$ cat config.mk
export PLATFORM = sky130hd
export DESIGN_NAME = header_whitespace_unfolder
export DESIGN_NICKNAME = d
export VERILOG_FILES = /design/src/rtl/hwu_pkg.sv /design/src/rtl/hwu_step.sv /design/src/rtl/header_whitespace_unfolder.sv
export SDC_FILE = /design/constraint.sdc
export NUM_CORES = 1
export LEC_CHECK = 0
export BUFFER_PORTS_ARGS = -buffer_cell sky130_fd_sc_hd__buf_2
export CORE_UTILIZATION = 29
export DETAILED_ROUTE_END_ITERATION = 8
export GPL_TIMING_DRIVEN = 0
export HOLD_SLACK_MARGIN = 0.06
export SETUP_SLACK_MARGIN = 0.3
export SYNTH_ARGS = -nofsm -noshare
export SYNTH_HDL_FRONTEND = slang
export SYNTH_SLANG_ARGS = --single-unit
$ cat constraint.sdc
create_clock -name clk_i -period 3.37 [get_ports clk_i]
set_input_delay 0.674 -clock clk_i [delete_from_list [all_inputs] [get_ports clk_i]]
set_output_delay 0.674 -clock clk_i [all_outputs]
set_load 0.01 [all_outputs]
$ cat src/rtl/hwu_pkg.sv
// types and constants for the header whitespace unfolder
// no dependencies
`default_nettype none

package hwu_pkg;

  localparam int unsigned LengthBitsDef = 16;
  localparam int unsigned OutLenW       = 16;

  localparam logic [7:0] ChCr  = 8'h0D;
  localparam logic [7:0] ChLf  = 8'h0A;
  localparam logic [7:0] ChSp  = 8'h20;
  localparam logic [7:0] ChTab = 8'h09;

  typedef struct packed {
    logic [OutLenW-1:0] length;
    logic               last;
    logic               valid;
    logic [7:0]         data;
  } hwu_res_t;

  typedef struct packed {
    hwu_res_t   res0;
    hwu_res_t   res1;
    logic [1:0] npush;
  } hwu_step_t;

endpackage

`default_nettype wire

$ cat src/rtl/hwu_step.sv
// per-byte unfolding logic with held line feed, blank run and length state
// depends on hwu_pkg
`default_nettype none

module hwu_step #(
  parameter int unsigned LengthBits = hwu_pkg::LengthBitsDef
) (
  input  logic              clk_i,
  input  logic              rst_ni,
  input  logic              accept_i,
  input  logic [7:0]        byte_i,
  input  logic              last_i,
  output hwu_pkg::hwu_step_t step_o
);
  import hwu_pkg::*;

  localparam logic [LengthBits-1:0] CountMax = '1;

  logic                  held_q, held_d;
  logic                  blank_q, blank_d;
  logic [LengthBits-1:0] cnt_q, cnt_d;

  logic                  is_blank;
  logic                  v0, v1;
  logic                  ab1;
  logic [LengthBits-1:0] cnt1, cnt2;
  logic [OutLenW-1:0]    len;
  hwu_res_t              lf_res, cur_res;

  always_comb begin
    is_blank = (byte_i == ChSp) || (byte_i == ChTab);
    v0       = held_q && !is_blank;
    ab1      = v0 ? 1'b0 : blank_q;

    v1      = 1'b0;
    blank_d = ab1;
    if (byte_i == ChCr || byte_i == ChLf) begin
      v1 = 1'b0;
    end else if (is_blank) begin
      v1      = !ab1;
      blank_d = 1'b1;
    end else begin
      v1      = 1'b1;
      blank_d = 1'b0;
    end

    cnt1 = (v0 && cnt_q != CountMax) ? cnt_q + LengthBits'(1) : cnt_q;
    cnt2 = (v1 && cnt1 != CountMax) ? cnt1 + LengthBits'(1) : cnt1;
    len  = OutLenW'(cnt2);

    lf_res.data   = ChLf;
    lf_res.valid  = 1'b1;
    lf_res.last   = last_i && !v1;
    lf_res.length = (last_i && !v1) ? len : '0;

    cur_res.data   = v1 ? byte_i : 8'h00;
    cur_res.valid  = v1;
    cur_res.last   = last_i;
    cur_res.length = last_i ? len : '0;

    step_o.res0 = v0 ? lf_res : cur_res;
    step_o.res1 = cur_res;
    if (v0 && v1) begin
      step_o.npush = 2'd2;
    end else if (v0 || v1 || last_i) begin
      step_o.npush = 2'd1;
    end else begin
      step_o.npush = 2'd0;
    end

    held_d = (byte_i == ChLf) && !last_i;
    cnt_d  = cnt2;
    if (last_i) begin
      blank_d = 1'b0;
      cnt_d   = '0;
    end
  end

  always_ff @(posedge clk_i or negedge rst_ni) begin
    if (!rst_ni) begin
      held_q  <= 1'b0;
      blank_q <= 1'b0;
      cnt_q   <= '0;
    end else if (accept_i) begin
      held_q  <= held_d;
      blank_q <= blank_d;
      cnt_q   <= cnt_d;
    end
  end

endmodule

`default_nettype wire

$ cat src/rtl/header_whitespace_unfolder.sv
// SIP header unfolding: drops returns, removes folds, squeezes blank runs
// depends on hwu_pkg and hwu_step
//
// A raw message enters one byte per word on the s_axis side, with tlast on
// its final byte. The m_axis side gives the normalized words: the byte and,
// on the word with tlast, the message length, with tuser marking a word that
// carries a byte. A final byte that leaves nothing to emit still gives one
// word with tuser low and tlast high.
// A line feed is held until the next byte arrives; it is dropped if that byte
// is a blank, else its word comes out in the same step as the next byte's.
// The words of an accepted byte are registered in the output queue behind any
// waiting words. Throughput: one byte per cycle while s_axis_tready is high; a
// byte that releases a held line feed and is itself emitted yields two words,
// and the three-word output queue then lowers s_axis_tready until it holds
// at most one word again, the condition under which s_axis_tready is high.
// When the receiver stalls, the queue fills and input stops after at most
// three waiting words; nothing is dropped.
// Reset empties the queue and clears the held line feed, blank run and
// length count; each message also starts from that state after its tlast.
`default_nettype none

module header_whitespace_unfolder #(
  parameter int unsigned LengthBits = hwu_pkg::LengthBitsDef
) (
  input  logic        clk_i,
  input  logic        rst_ni,
  input  logic        s_axis_tvalid_i,
  output logic        s_axis_tready_o,
  input  logic [7:0]  s_axis_tdata_i,   // in_byte
  input  logic        s_axis_tlast_i,   // in_last
  output logic        m_axis_tvalid_o,
  input  logic        m_axis_tready_i,
  output logic [23:0] m_axis_tdata_o,   // out_byte [7:0], out_length [23:8]
  output logic        m_axis_tuser_o,   // byte_valid
  output logic        m_axis_tlast_o    // end_of_message
);
  import hwu_pkg::*;

  localparam int unsigned QDepth = 3;

  hwu_step_t  step;
  logic       accept;
  logic       pop;
  logic [1:0] base;

  hwu_res_t   q_q [QDepth];
  hwu_res_t   q_d [QDepth];
  logic [1:0] cnt_q, cnt_d;

  assign s_axis_tready_o = (cnt_q <= 2'd1);
  assign accept          = s_axis_tvalid_i && s_axis_tready_o;
  assign m_axis_tvalid_o = (cnt_q != 2'd0);
  assign pop             = m_axis_tvalid_o && m_axis_tready_i;

  hwu_step #(
    .LengthBits(LengthBits)
  ) u_step (
    .clk_i   (clk_i),
    .rst_ni  (rst_ni),
    .accept_i(accept),
    .byte_i  (s_axis_tdata_i),
    .last_i  (s_axis_tlast_i),
    .step_o  (step)
  );

  always_comb begin
    for (int i = 0; i < QDepth; i++) begin
      q_d[i] = q_q[i];
    end
    if (pop) begin
      for (int i = 0; i < QDepth - 1; i++) begin
        q_d[i] = q_q[i+1];
      end
    end
    base  = cnt_q - {1'b0, pop};
    cnt_d = base;
    if (accept) begin
      if (step.npush != 2'd0) begin
        q_d[base] = step.res0;
      end
      if (step.npush == 2'd2) begin
        q_d[base + 2'd1] = step.res1;
      end
      cnt_d = base + step.npush;
    end
  end

  always_ff @(posedge clk_i) begin
    for (int i = 0; i < QDepth; i++) begin
      q_q[i] <= q_d[i];
    end
  end

  always_ff @(posedge clk_i or negedge rst_ni) begin
    if (!rst_ni) begin
      cnt_q <= 2'd0;
    end else begin
      cnt_q <= cnt_d;
    end
  end

  assign m_axis_tdata_o = {q_q[0].length, q_q[0].data};
  assign m_axis_tuser_o = q_q[0].valid;
  assign m_axis_tlast_o = q_q[0].last;

endmodule

`default_nettype wire

==> results of run 1 <==
==> path summary, 6_finish.rpt <==
kind                                         from               to  slack [ps]  cells past startpoint
worst max-delay path            s_axis_tdata_i[3]       q_q[0][70]         -10                     15
min in group clk_i                     q_q[0][49]       q_q[0][49]         530                      2
worst min register to register         q_q[0][49]       q_q[0][49]         530                      2
worst min-delay path                       rst_ni  u_step.cnt_q[6]         290                      1
max in group asynchronous                  rst_ni         cnt_q[1]        2690                      1
worst max register to register    u_step.cnt_q[8]       q_q[0][76]          30                      9
==> worst max-delay path, stage by stage <==
cell	delay, ps
buf_12	100
and3b_2	220
o211a_1	260
buf_6	150
or3_1	320
buf_6	160
buf_12	130
xnor2_4	150
ha_4	180
and3_4	190
and3_4	170
buf_8	140
or4_4	490
nand2_4	100
o21ai_1	60
==> logic make-up (layout without fill, tap and decap cells) <==
| family | count (synthesis) | in the layout | share of synthesized area |
|---|---|---|---|
| compound gates | 178 | 178 | 0.195 |
| simple gates | 236 | 236 | 0.208 |
| buf+inv | 73 | 209 | 0.0648 |
| mux | 48 | 48 | 0.0826 |
| xor+xnor | 28 | 28 | 0.0421 |
| fa+ha+maj | 4 | 4 | 0.00859 |
| flops | 98 | 98 | 0.398 |
==> routing by layer <==
| layer | vias to the layer above | track usage |
|---|---|---|
| li1 | 2693 | - |
| met1 | 2918 | 0.263 |
| met2 | 304 | 0.306 |
| met3 | 42 | 0.0430 |
| met4 | 0 | 0.0717 |
| met5 | - | 0 |
==> layout make-up <==
cell class | count | area, um^2
Buffer | 63 | 475
Clock buffer | 11 | 233
Clock inverter | 5 | 38.8
Fill cell | 1888 | 11100
Inverter | 10 | 41.3
Multi-Input combinational cell | 494 | 4070
Sequential cell | 98 | 2330
Tap cell | 265 | 332
Timing Repair Buffer | 120 | 925
==> synthesized netlist by cell type, types with 3 or more instances <==
master / n
o21a_1: 5
clkbuf_1: 29
o31ai_1: 9
nand4_1: 9
inv_1: 9
a22o_1: 11
dfrtp_1: 20
and2_1: 5
ha_1: 4
nor2_1: 45
and4_1: 4
mux2i_1: 47
o2bb2ai_1: 7
buf_4: 24
nor4_1: 8
a21oi_1: 33
nand2b_1: 7
nand3b_1: 4
nand3_1: 15
or3_1: 7
o211ai_1: 3
nor3_1: 10
and3_1: 7
xnor2_1: 22
a211oi_1: 6
edfxtp_1: 26
or3b_2: 3
nand2_1: 91
o21ai_0: 53
dfxtp_1: 52
xor2_1: 6
buf_2: 5
buf_1: 4
or4_1: 6
o22ai_1: 23
a31oi_1: 6
==> sequential cells by signal (all words and copies together) (netlist names) <==
| signal | flops |
|---|---|
| cnt_q | 2 |
| u_step.blank_q | 1 |
| q_q | 78 |
| u_step.held_q | 1 |
| u_step.cnt_q | 16 |
==> through the flow <==
| step | area (um^2) | instances | power (mW) | hold slack (ps) | setup slack, ps |
|---|---|---|---|---|---|
| 2_1_floorplan | 5960 | 665 | 3.81 | 378 | -71.8 |
| 3_3_place_gp | 6480 | 968 | 4.51 | 505 | -867 |
| 5_1_grt | 8450 | 1066 | 6.53 | 311 | -56.2 |
| 3_5_place_dp | 6480 | 968 | 4.56 | 515 | -910 |
| 4_1_cts | 7720 | 1035 | 5.86 | 294 | 178 |
| 6_report | 8450 | 1066 | 6.15 | 286 | -9.71 |
==> power by group through the flow <==
stage / Combinational, mW / Sequential [mW] / Clock, mW
finish: 3.12 / 2.03 / 0.999
global route: 3.39 / 2.08 / 1.06
CTS: 2.82 / 2.03 / 1.01
detailed placement: 2.51 / 2.05 / 0
global placement: 2.46 / 2.05 / 0
floorplan: 1.85 / 1.97 / 0
==> repair_timing <==
item                       in CTS  in global routing
gates cloned                    1                  0
setup endpoints to repair      92                 88
setup buffers                  50                 31
gates resized for setup       133                105
pin swaps                      31                 46
==> qor.txt, run 1 <==
Final Net Count = 813
CTS tree = done
Sw Pwr = 2.48 mW
M1 WL = 8.98 mm
Comb pwr share = 0.507
First-pass iteration count of the detailed router = 7
DR WL/cell = 19.6 um
Setup violations, final = 2
Lkg Pwr = 3.29 nW
Dpl hpwl = 13.1 mm
PwrDens = 728 nW/um^2
WS Path Type = in -> reg
Clock power frac = 0.162
Int Pwr = 3.67 mW
Fmax = 0.296 GHz
Initial Util = 0.298
WP data arrival = 3490 ps
Synthesis Warnings = 0
Post-synth EDFFs = 26
Most frequent cells in the layout = 88 x buf_4, 75 x nand2_1, 52 x dfxtp_1
Critical Path RT = 3480 ps
Post-layout minimum cycle time = 3380 ps
FP Rows = 51
Max FO, Critical Path = 7
Met3 WL = 1.51 mm
Yosys cell types = 67
Die height = 144 um
TNS Setup = -12.8 ps
First-pass GRT wire length = 30.7 mm
CP endpoint kind = register
Global Route Usage Sum = 0.196
Relative slew margins = 0.357
Met2 WL post-DR = 9.92 mm
Synthesized area = 5830 um^2
Syn Inst Count = 665
Setup crit start kind = primary input
Fraction of registers with async set or reset after synthesis = 0.204
CTS Buf Count = 9
Count of input and output buffers = 38
Util after Layout = 0.431
Core box area = 19,600 um^2
Top routing layer in use = met4
Layout cell share with drive strength beyond 1 = 0.403
Number of global-route vias before repair = 5,444
Fin. Hold Viols = 0
Largest net degree at the start of global routing = 36
Ant diodes = 0
Tcrit/Tclk final = 1.00
Die area = 20,700 um^2
Skew final = 8.09 ps
DR vias = 5,957
Area contributors post-synth = dfxtp_1 18%, edfxtp_1 13%, dfrtp_1 8.6%, mux2i_1 8.1%, nand2_1 5.9%
Max Buffers Root-to-Sink = 2
Syn nets = 682
Vias per Instance = 5.59
Post-detailed-route count of antenna-violating nets = 0
Die width = 144 um
Switching share of power = 0.403
Clk Latency, worst-skew pair = 360 ps
Yosys top cell area share = 0.179
RSZ-0062 raised after global routing = true
Max-Cap Viols = 0
Violated checks = negative setup slack
Final WS setup = -9.71 ps
Status = finished with violations
Clock transition at the registers of the reported paths = 70 ps
Top-Level Pins = 41
H-tree level count = 3
Slew @ Worst Pin = 965 ps
Synthesis-stage register bit count = 98
Commonest non-fill, non-tap cell in the layout = buf_4
Max Slew Vio Count = 0
Hold_buf cts = 0
Grt ovf = 0
Area Overhead vs Synth = 44.9%
Synth area leader = dfxtp_1
Part of the power in registers = 0.330
Main synth FF type = dfxtp_1
Sequential area share after synthesis = 0.398
Gpl congestion = 0.890
Clock Sinks = 98
Initial antenna violation count = 0
Min-delay worst type = in -> async
DRC = 0
1st-iter DRT viols = 751
Root buf cell = clkbuf_16
Post-synthesis average cell area = 8.77 um^2
VDD IR max = 0.000364 V
Drt total wl = 20.9 mm
Note: power is estimated with default switching activity, not from simulation.
==> run 2: changes to the inputs <==
Settings changed: ABC_AREA from default to 1.
==> run 2 against run 1 <==
Compared with the run above:
- the run now ends clean
- power grew 26%
- die area grew 24%
- final cell count rose by 42%
- largest power group unchanged
- clock power up 11%
- combinational power up 44%
- first-iteration DRC count grew 0.53%
- register-to-register slack gained 360 ps
==> qor.txt, run 2 <==
Main synth FF type = dfxtp_1
Seq. cell area = 2330 um^2 (-0.32%)
CTS Buf Count = 9 (unchanged)
First-pass iteration count of the detailed router = 5 (-2)
Pre-CTS WS = -1040 ps (-130 ps)
Die area = 25,700 um^2 (+24%)
Post-layout minimum cycle time = 2980 ps (-401 ps)
Yosys cell types = 52 (-22%)
Area Overhead vs Synth = 23.6%
Fillers = 2,578 (+37%)
Post-detailed-route count of antenna-violating nets = 0 (unchanged)
Post-synthesis average cell area = 6.71 um^2 (-23%)
Syn nets = 1,101 (+61%)
Post-synth EDFFs = 26 (unchanged)
Fraction of registers with async set or reset after synthesis = 0.204 (unchanged)
Max-Cap Viols = 0 (unchanged)
Layout cell share with drive strength beyond 1 = 0.262 (-0.141)
Lkg Pwr = 4.15 nW (+26%)
Int Pwr = 4.15 mW (+13%)
Hold_buf cts = 0 (unchanged)
Area contributors post-synth = nand2_1 15%, dfxtp_1 14%, edfxtp_1 11%, dfrtp_1 6.9%, o21ai_0 6.5%
CTS tree = done
Area of the multi-input gates = 4440 um^2 (+9.1%)
Initial antenna violation count = 0 (unchanged)
DR WL/cell = 18.0 um (-8.6%)
Vias per Instance = 5.16 (-7.7%)
Min-delay worst type = in -> async
Count of input and output buffers = 40 (+5.3%)
Skew final = 13.0 ps (+4.95 ps)
Pwr Total = 7.72 mW (+26%)
Clk Latency, worst-skew pair = 370 ps (about the same)
Commonest cells post-synth = 292 x nand2_1, 103 x inv_1, 94 x o21ai_0, 93 x nor2_1, 56 x a21oi_1
Slew @ Worst Pin = 859 ps (-106 ps)
Comb pwr share = 0.580 (+0.073)
CP endpoint kind = register
Post-Place Cells = 1,449 (+50%)
DR vias = 7,800 (+31%)
Clock Sinks = 98 (unchanged)
Reg2Reg Depth = 20 (+11)
PwrDens = 859 nW/um^2 (+18%)
Largest registers = q_q x78, u_step.cnt_q x16, cnt_q x2
Relative slew margins = 0.427 (+0.0706)
Max Buffers Root-to-Sink = 2 (unchanged)
Fmax = 0.336 GHz (+13%)
Ant diodes = 0 (unchanged)
Sequential area share after synthesis = 0.319 (-0.0792)
FP Rows = 57 (+12%)
Die height = 160 um (+12%)
Part of the power in registers = 0.275 (-0.055)
Clock transition at the registers of the reported paths = 80 ps (about the same)
Initial Util = 0.297 (about the same)
Status = finished, final reports clean
Fin. Hold Viols = 0 (unchanged)
Most frequent cells in the layout = 254 x nand2_1, 93 x inv_1, 88 x o21ai_0
Number of global-route vias before repair = 7,297 (+34%)
Final WS setup = 392 ps (+401 ps)
Tcrit/Tclk final = 0.884 (-0.119)
RSZ-0062 raised after global routing = true
Largest register FFs = 78 (unchanged)
Die width = 160 um (+12%)
Synthesis Warnings = 0 (unchanged)
WS Path Type = reg -> reg
Largest net degree at the start of global routing = 32 (-11%)
DRC = 0 (unchanged)
Synth area leader = nand2_1
Core box area = 24,500 um^2 (+25%)
1st-iter DRT viols = 755 (+0.53%)
Max Slew Vio Count = 0 (unchanged)
Placed Area = 7920 um^2 (+22%)
Grt ovf = 0 (unchanged)
Root buf cell = clkbuf_16
Clock power frac = 0.144 (-0.018)
First-pass GRT wire length = 41.1 mm (+34%)
Drt total wl = 27.2 mm (+30%)
Count leader, synth = nand2_1
Max FO, Critical Path = 10 (+3)
Dpl hpwl = 19.8 mm (+52%)
Final non-filler cell total = 1,513 (+42%)
Syn Inst Count = 1,084 (+63%)
WP data arrival = 3120 ps (-370 ps)
Biggest register = q_q
H-tree level count = 3 (unchanged)
Synthesized area = 7280 um^2 (+25%)
Synthesis-stage register bit count = 98 (unchanged)
Sw Pwr = 3.58 mW (+44%)
VDD IR max = 0.000372 V (+2.2%)
Critical Path RT = 3510 ps (+30 ps)
Commonest non-fill, non-tap cell in the layout = nand2_1
Hold WS = 294 ps (+7.65 ps)
Design area = 8990 um^2 (+6.5%)
Global Route Usage Sum = 0.208 (+0.0125)
Yosys top cell area share = 0.151 (-0.0280)
Switching share of power = 0.463 (+0.0602)
Top-Level Pins = 41 (unchanged)
Setup crit start kind = register
Setup violations, final = 0 (-2)
Final Net Count = 1,201 (+48%)
Gpl congestion = 1.01 (+14%)
run 2: cell types whose count changed after synthesis, sizes merged, moves of 12 or more:
cell / previous run / this run
nand3: 15 / 59
mux2i: 47 / 28
a21oi: 33 / 58
nand2: 91 / 322
nor2: 45 / 109
a21boi: 2 / 15
inv: 9 / 120
o21ai: 55 / 109
nor4: 12 / 0
xnor2: 22 / 2
run 2: cell type report:
cell class / instances / share of cell area
plain buffers: 68 / 0.0508
inverters: 121 / 0.0518
multi-input cells: 797 / 0.493
clock inverters: 7 / 0.00821
flip-flops and latches: 98 / 0.259
well taps: 324 / 0.0451
repair buffers: 89 / 0.0669
clock buffers: 9 / 0.0250
run 2: cells by family after synthesis:
family                   Yosys count  synth area share
flip-flops                        98             0.319
XOR/XNOR                          12            0.0144
buffers and inverters            189             0.117
AND/OR/NAND/NOR                  526             0.327
multiplexers                      28            0.0385
AO/OA/AOI/OAI                    227             0.178
adder cells (fa/ha/maj)            4           0.00688
run 2: routing by layer:
metal,global-route usage,wire [um]
met5,0,0
met3,0.0359,2090
met1,0.272,11700
met4,0.105,940
met2,0.331,12400
run 2: final timing paths:
check	start	end	slack (ps)
setup / recovery	u_step.cnt_q[1]	q_q[0][64]	390
hold / removal	rst_ni	u_step.cnt_q[5]	290
setup reg to reg	u_step.cnt_q[1]	q_q[0][64]	390
hold reg to reg	q_q[0][27]	q_q[0][27]	490
max in group asynchronous	rst_ni	u_step.cnt_q[13]	2650
min in group clk_i	q_q[0][27]	q_q[0][27]	490
run 2: power by group through the flow:
stage	logic (mW)	registers (mW)	clock network, mW
6_report	4.48	2.13	1.11
5_1_grt	4.92	2.17	1.15
4_1_cts	4.13	2.12	1.11
3_5_place_dp	3.92	2.15	0
3_3_place_gp	3.85	2.15	0
2_1_floorplan	2.81	2.03	0
run 2: worst max-delay path, stage by stage, from the launching register on:
cell,delay [ps]
dfrtp_1,420
ha_4,200
nand2_4,70
nor2_4,40
nand2_4,80
inv_2,50
nand2_4,90
nand3_4,140
buf_12,190
o21ai_4,210
ha_4,190
nand3_4,90
nor2_4,180
nand2_4,110
nand2_4,100
buf_12,140
nand2_1,90
nand2_2,140
o21ai_0,80
nand2_1,90
inv_1,40
run 2: metrics by stage:
step / util / setup TNS, ps
3_3_place_gp: 0.323 / -65810
6_report: 0.368 / 0
3_5_place_dp: 0.324 / -59630
4_1_cts: 0.349 / 0
2_1_floorplan: - / 0
5_1_grt: 0.368 / 0
run 2: what timing repair did:
action,4_1_cts,5_1_grt
gates cloned,0,2
buffers inserted,21,25
setup endpoints to repair,94,79
resized for setup,55,85
pin swaps,14,30
